$ cat src/sv/mcw_pkg.sv
`default_nettype none
package mcw_pkg;

  localparam int TEXT_DEPTH_DEF  = 4096;
  localparam int PATTERN_MAX_DEF = 4096;

  localparam int OP_W    = 2;
  localparam int SYM_W   = 8;
  localparam int ALPHA   = 256;
  localparam int START_W = 12;
  localparam int LEN_W   = 13;

  typedef enum logic [OP_W-1:0] {
    OP_CLEAR   = 2'd0,
    OP_PATTERN = 2'd1,
    OP_TEXT    = 2'd2,
    OP_RESTART = 2'd3
  } op_t;

  typedef enum logic [2:0] {
    ST_IDLE,
    ST_PAT_WR,
    ST_TXT_UPD,
    ST_SH_RD,
    ST_SH_CNT,
    ST_SH_CHK
  } state_t;

  // controller to datapath
  typedef struct packed {
    logic clear_all;
    logic restart;
    logic pat_rd;
    logic pat_wr;
    logic pat_ovf;
    logic txt_rd;
    logic txt_upd;
    logic txt_ovf;
    logic sh_rd;
    logic sh_cnt;
    logic sh_step;
    logic upd_best;
    logic load_out;
  } dp_cmd_t;

  // datapath to controller
  typedef struct packed {
    logic pos_nonzero;
    logic pat_full;
    logic txt_full;
    logic shrink_go;
    logic ws_lt_pos;
    logic surplus;
  } dp_status_t;

endpackage
`default_nettype wire

$ cat src/sv/mcw_ctrl.sv
`default_nettype none
module mcw_ctrl (
  input  wire logic                      clk,
  input  wire logic                      rst,
  input  wire logic                      in_valid,
  input  wire logic [mcw_pkg::OP_W-1:0]  in_op,
  output logic                           in_ready,
  output logic                           out_valid,
  input  wire logic                      out_ready,
  input  wire mcw_pkg::dp_status_t       status,
  output mcw_pkg::dp_cmd_t               cmd
);
  import mcw_pkg::*;

  state_t state, state_next;
  logic   pending;
  logic   out_free;
  logic   accept;
  op_t    op;

  assign op       = op_t'(in_op);
  assign out_free = !out_valid || out_ready;
  assign in_ready = (state == ST_IDLE) && (!pending || out_free);
  assign accept   = in_valid && in_ready;

  always_comb begin
    state_next = state;
    case (state)
      ST_IDLE: begin
        if (accept) begin
          case (op)
            OP_PATTERN: state_next = status.pat_full ? ST_IDLE : ST_PAT_WR;
            OP_TEXT:    state_next = status.txt_full ? ST_IDLE : ST_TXT_UPD;
            default:    state_next = ST_IDLE;
          endcase
        end
      end
      ST_PAT_WR:  state_next = ST_IDLE;
      ST_TXT_UPD: state_next = status.shrink_go ? ST_SH_RD : ST_IDLE;
      ST_SH_RD:   state_next = status.ws_lt_pos ? ST_SH_CNT : ST_IDLE;
      ST_SH_CNT:  state_next = ST_SH_CHK;
      ST_SH_CHK:  state_next = status.surplus ? ST_SH_RD : ST_IDLE;
      default:    state_next = ST_IDLE;
    endcase
  end

  always_comb begin
    cmd = '0;
    case (state)
      ST_IDLE: begin
        cmd.load_out = pending && out_free;
        if (accept) begin
          case (op)
            OP_CLEAR:   cmd.clear_all = 1'b1;
            OP_RESTART: cmd.restart = 1'b1;
            OP_PATTERN: begin
              cmd.restart = status.pos_nonzero;
              cmd.pat_ovf = status.pat_full;
              cmd.pat_rd  = !status.pat_full;
            end
            OP_TEXT: begin
              cmd.txt_ovf = status.txt_full;
              cmd.txt_rd  = !status.txt_full;
            end
            default: cmd.restart = 1'b1;
          endcase
        end
      end
      ST_PAT_WR:  cmd.pat_wr = 1'b1;
      ST_TXT_UPD: cmd.txt_upd = 1'b1;
      ST_SH_RD: begin
        cmd.sh_rd    = status.ws_lt_pos;
        cmd.upd_best = !status.ws_lt_pos;
      end
      ST_SH_CNT:  cmd.sh_cnt = 1'b1;
      ST_SH_CHK: begin
        cmd.sh_step  = status.surplus;
        cmd.upd_best = !status.surplus;
      end
      default: cmd = '0;
    endcase
  end

  always_ff @(posedge clk) begin
    if (rst) begin
      state     <= ST_IDLE;
      pending   <= 1'b0;
      out_valid <= 1'b0;
    end else begin
      state <= state_next;
      if (accept) begin
        pending <= 1'b1;
      end else if (cmd.load_out) begin
        pending <= 1'b0;
      end
      if (cmd.load_out) begin
        out_valid <= 1'b1;
      end else if (out_ready) begin
        out_valid <= 1'b0;
      end
    end
  end

  a_accept_pends: assert property (@(posedge clk) disable iff (rst)
    accept |=> pending)
    else $error("accepted item left no pending result");

endmodule
`default_nettype wire

$ cat config.mk
export PLATFORM = sky130hd
export DESIGN_NAME = mcw_ctrl
export DESIGN_NICKNAME = d
export VERILOG_FILES = /design/src/sv/mcw_pkg.sv /design/src/sv/mcw_ctrl.sv
export SDC_FILE = /design/constraint.sdc
export NUM_CORES = 1
export LEC_CHECK = 0
export BUFFER_PORTS_ARGS = -buffer_cell sky130_fd_sc_hd__buf_2
export CORE_MARGIN = 3
export CORE_UTILIZATION = 37
export DETAILED_ROUTE_END_ITERATION = 10
export GPL_TIMING_DRIVEN = 0
export PLACE_DENSITY_LB_ADDON = 0.05
export RECOVER_POWER = 25
export SYNTH_ARGS = -nofsm -noshare
export SYNTH_HDL_FRONTEND = slang
export SYNTH_SLANG_ARGS = --single-unit
$ cat constraint.sdc
create_clock -name clk -period 1.2 [get_ports clk]
set_input_delay 0 -clock clk [delete_from_list [all_inputs] [get_ports clk]]
set_output_delay 0 -clock clk [all_outputs]
set_load 0.05 [all_outputs]
# [After elaboration in Yosys (flattened, before gate mapping)]
# Cells that the tools add are included.
[op_classes] n_addsub=0 n_reduce_logical=15 shift=0 mul=0 n_div=0 n_mux=31 eq_ne=9 magnitude_cmp=0 bitwise=0
[op_table] cell="1-bit 2-to-1 mux" count=18
[op_table] cell="3-bit one-hot mux with 5 select lines" count=1
[op_table] cell="3-bit 2-to-1 mux" count=4
[op_table] cell="2-bit 2-to-1 mux" count=5
[op_table] cell="3-bit by 2-bit == test with 1-bit output (second input constant)" count=2
[op_table] cell="3-bit == test (second input constant)" count=2
[op_table] cell="1-bit logical NOT" count=6
[op_table] cell="2-bit == test (second input constant)" count=2
[op_table] cell="1-bit one-hot mux with 2 select lines" count=2
[op_table] cell="2-bit one-hot mux with 2 select lines" count=1
[op_table] cell="2-bit nonzero test" count=2
[op_table] cell="3-bit by 1-bit == test with 1-bit output (second input constant)" count=1
[op_table] cell="1-bit logical AND" count=3
[op_table] cell="3-bit logical NOT" count=1
[op_table] cell="2-bit by 1-bit == test with 1-bit output (second input constant)" count=1
[op_table] cell="2-bit logical NOT" count=1
[op_table] cell="1-bit logical OR" count=2
[op_table] cell="2-bit inequality test (second input constant)" count=1
[totals] mem_count=0 latch_bits=0 wordCells=58 inputBits=12 ram_bits=0 output_inout_bits=15 register_bits=5 romBits=0

# [Longest topological paths before layout]
[depth] depth_word=7 depth_mapped=5

# [Worst setup path before layout]
# Ideal clock, no wire load.
[synth_path] kind="flip-flop to output port" startpoint="register out_valid" endpoint="output port cmd[7] in the netlist's numbering" t_arrival_ps=2031 slack_ps=-831 path_stages_with_launch=4 t_required_ps=1200 path_cell_list="dfxtp_1 -> nand3b_1 -> nand3_1 -> nor3b_1"
[synth_lines] element="from (decl)" line="mcw_ctrl.sv:8" text="output logic out_valid,"
[synth_lines] element="from (signal assigned)" line="mcw_ctrl.sv:88" text="out_valid <= 1'b0;"
[synth_lines] element="from (signal assigned)" line="mcw_ctrl.sv:97" text="out_valid <= 1'b1;"
[synth_lines] element="from (signal assigned)" line="mcw_ctrl.sv:99" text="out_valid <= 1'b0;"
[synth_lines] element="to (decl)" line="mcw_ctrl.sv:11" text="output mcw_pkg::dp_cmd_t cmd"

==> reports/results.tsv <==
metric	value	unit
detailed-route DRC error count	0	
Netlist Area Pre-Place	482	sq um
Die ar.	0.00177	sq mm
setup slack of the worst register-to-register path	-210	ps
die outline width	42.1	um
power per cell area	568	mW/mm^2
antenna cell count	0	
fill cell total of the finished layout	37	
Inserted Clock Buffers	3	
worst setup slack after placement	-173	ps
drt pass-1 iters	4	
vertical die dimension	42.1	um
max-slew violation total from the final report	0	
Synth Area per Inst	8.92	sq um
number of warnings reported in the yosys synthesis log	0	
remaining antenna violation count	0	
root buf cell	sky130_fd_sc_hd__clkbuf_4	
Skew-Pair Late Insertion Delay	250	ps
cell area reported after detailed placement	716	sq um
antenna violations before repair	0	
final worst-path cycle share	127	%
area of the core region	0.00116	sq mm
crit end category	output port	
number of hold-slack violations in the final timing report	0	
largest net degree at the start of global routing	10	
class of the most critical hold timing path	primary input to flop	
Fin Clk Skew	6.76	ps
clock slew at the register clock pins of the worst setup and hold paths	50	ps
gate count after technology mapping	54	
last weighted congestion value of the routability-driven placer	0.689	
via count	669	
fraction of final layout cells with drive strength greater than 1	75.0	%
Register Area	114	sq um
source of the critical timing path	pending	
number of maximum-capacitance constraint violations	0	
number of synthesized register bits	5	
setup repair after global routing missed its margin	true	
synth-to-layout area growth	128	%
area occupied by multi-input gates	478	sq um
time the final worst path needs with I/O delays and setup	1530	ps
result of the run	finished, violations left	
NumNets Final	121	
met3 usage in global routing	3.43	%
TritonCTS clock tree	built	
biggest cell delay along the critical path	370	ps
Cell Rows	12	
post-synth net total	70	
initial core utilization	41.7	%
number of distinct library cells after synthesis	25	
sequential area share after synthesis	20.8	%
count of input and output buffers	26	
first-pass GRT wire length	2920	um
Reg-to-Reg Start	state[2]	
Via density	5.67	
cells along the critical path	nand3b_1, buf_4, nand3_4, nor3b_4, buf_6	
data arrival time at the worst-slack endpoint	1530	ps
headroom to the max-slew limit	57.2	%
met2 usage	38.9	%
f_max	0.654	GHz
Max clock buf depth	2	
final worst slack	-329	ps
wire per inst	20.8	um
most congested layer reported by global routing	met2	
HPWL reported at the end of detailed placement	942	um
Peak supply drop	0.370	mV
CP max stage cell	sky130_fd_sc_hd__dfxtp_2	
number of global-route vias before repair	637	
leakage power total	0.490	nW
combined global-route utilization of all metal layers	21.7	%
failing checks	setup timing	
global-route met1 utilization	22.7	%
critical path peak fanout	5	
total congestion overflow	0	
I/O pin cnt	27	
TritonCTS sink count	5	
DRC marker count from the first detailed-route iteration	11	
total routed wirelength	2460	um
slew at the pin closest to its max-slew limit	641	ps
Hold Path Origin	status[2]	
CP Class	flop to output port	
required time at the worst-slack endpoint	1200	ps
count of H-tree levels built during CTS	1	
type of origin of the critical path	flop	
total setup violations reported at the end of the flow	17	
post-layout instance area	0.00110	sq mm
[stage by stage]
step	hold WS, ps	util (%)	cells	TNS (ps)	power [mW]
2_1_floorplan	62.7	-	54	-743	0.298
3_3_place_gp	220	61.9	94	-905	0.345
3_5_place_dp	220	61.9	94	-922	0.346
4_1_cts	57.0	85.5	110	-2190	0.587
5_1_grt	144	94.8	118	-4450	0.654
6_report	132	94.8	118	-3750	0.623
[repair_timing]
action / 4_1_cts / 5_1_grt
gates resized for setup: 42 / 14
pin swaps: 11 / 14
endpoints found under the hold margin: 3 / 0
buffers inserted: 11 / 11
hold buffers: 1 / 0
endpoints found under the setup margin: 17 / 18
[logic make-up (layout without fill, tap and decap cells)]
group	count (synthesis)	in the layout	share of synthesized area (%)
flops	5	5	20.8
simple gates	29	29	42.3
compound gates	12	12	20.3
buf+inv	4	54	6.23
fa+ha+maj	4	4	10.4
[final timing paths]
path,to,cells after the start
worst min-delay path,state[0],3
worst min register to register,pending,2
worst max register to register,state[1],6
worst max-delay path,cmd[7],5
[cell usage after synthesis]
master                     count  area (sq um)
sky130_fd_sc_hd__a211o_1       1          8.76
sky130_fd_sc_hd__a211oi_2      2          25.0
sky130_fd_sc_hd__a21oi_1       5          25.0
sky130_fd_sc_hd__a21oi_2       1          8.76
sky130_fd_sc_hd__a21oi_4       1          16.3
sky130_fd_sc_hd__and2_1        1          6.26
sky130_fd_sc_hd__and3_1        3          18.8
sky130_fd_sc_hd__and3b_1       1          8.76
sky130_fd_sc_hd__and4b_1       2          20.0
sky130_fd_sc_hd__buf_6         2          22.5
sky130_fd_sc_hd__dfxtp_1       5           100
sky130_fd_sc_hd__ha_1          4          50.1
sky130_fd_sc_hd__inv_1         2          7.51
sky130_fd_sc_hd__nand2_1       2          7.51
sky130_fd_sc_hd__nand3_1       1          5.00
sky130_fd_sc_hd__nand3b_1      1          7.51
sky130_fd_sc_hd__nand4b_1      1          8.76
sky130_fd_sc_hd__nor2_1        7          26.3
sky130_fd_sc_hd__nor2b_1       2          12.5
sky130_fd_sc_hd__nor3_4        1          16.3
sky130_fd_sc_hd__nor3b_1       4          30.0
sky130_fd_sc_hd__nor3b_2       2          25.0
sky130_fd_sc_hd__o21ai_0       1          5.00
sky130_fd_sc_hd__o21ai_2       1          8.76
sky130_fd_sc_hd__or3_4         1          11.3
[cells in the final DEF (no fill, tap or decap), drive strengths merged]
master / n
a211o: 1
a211oi: 2
a21oi: 7
and2: 1
and3: 3
and3b: 1
and4b: 2
buf: 46
clkbuf: 5
dfxtp: 5
dlygate4sd3: 1
ha: 4
inv: 2
nand2: 2
nand3: 1
nand3b: 1
nand4b: 1
nor2: 7
nor2b: 2
nor3: 1
nor3b: 6
o21ai: 2
or3: 1
[power by group]
group	switching (mW)	leakage, nW	internal (mW)	total (mW)
Sequential	0.00988	0.0438	0.168	0.178
Clock	0.0840	0.0150	0.127	0.211
Combinational	0.135	0.431	0.0992	0.234
[flip-flops by register name (all words and copies together), names as in the netlist]
signal / count
state: 3
out_valid: 1
pending: 1
[layer usage]
metal,up-vias,share of wire (%)
li1,298,-
met1,328,39
met2,36,53
met3,7,5.5
met4,0,2.4
met5,-,0
[critical path, delay by kind of cell (launching register included)]
family        cells  cell delay (ps)
buf+inv           2              340
simple gates      3              550
flops             1              370
[final cells by class]
cell class              instances  share of cell area (%)
inverters                       2                   0.685
well taps                      14                    1.60
repair buffers                 46                    39.3
flip-flops and latches          5                    10.4
plain buffers                   2                    2.05
clock buffers                   4                    2.40
multi-input cells              45                    43.6
Power figures use the tool's default switching activity.
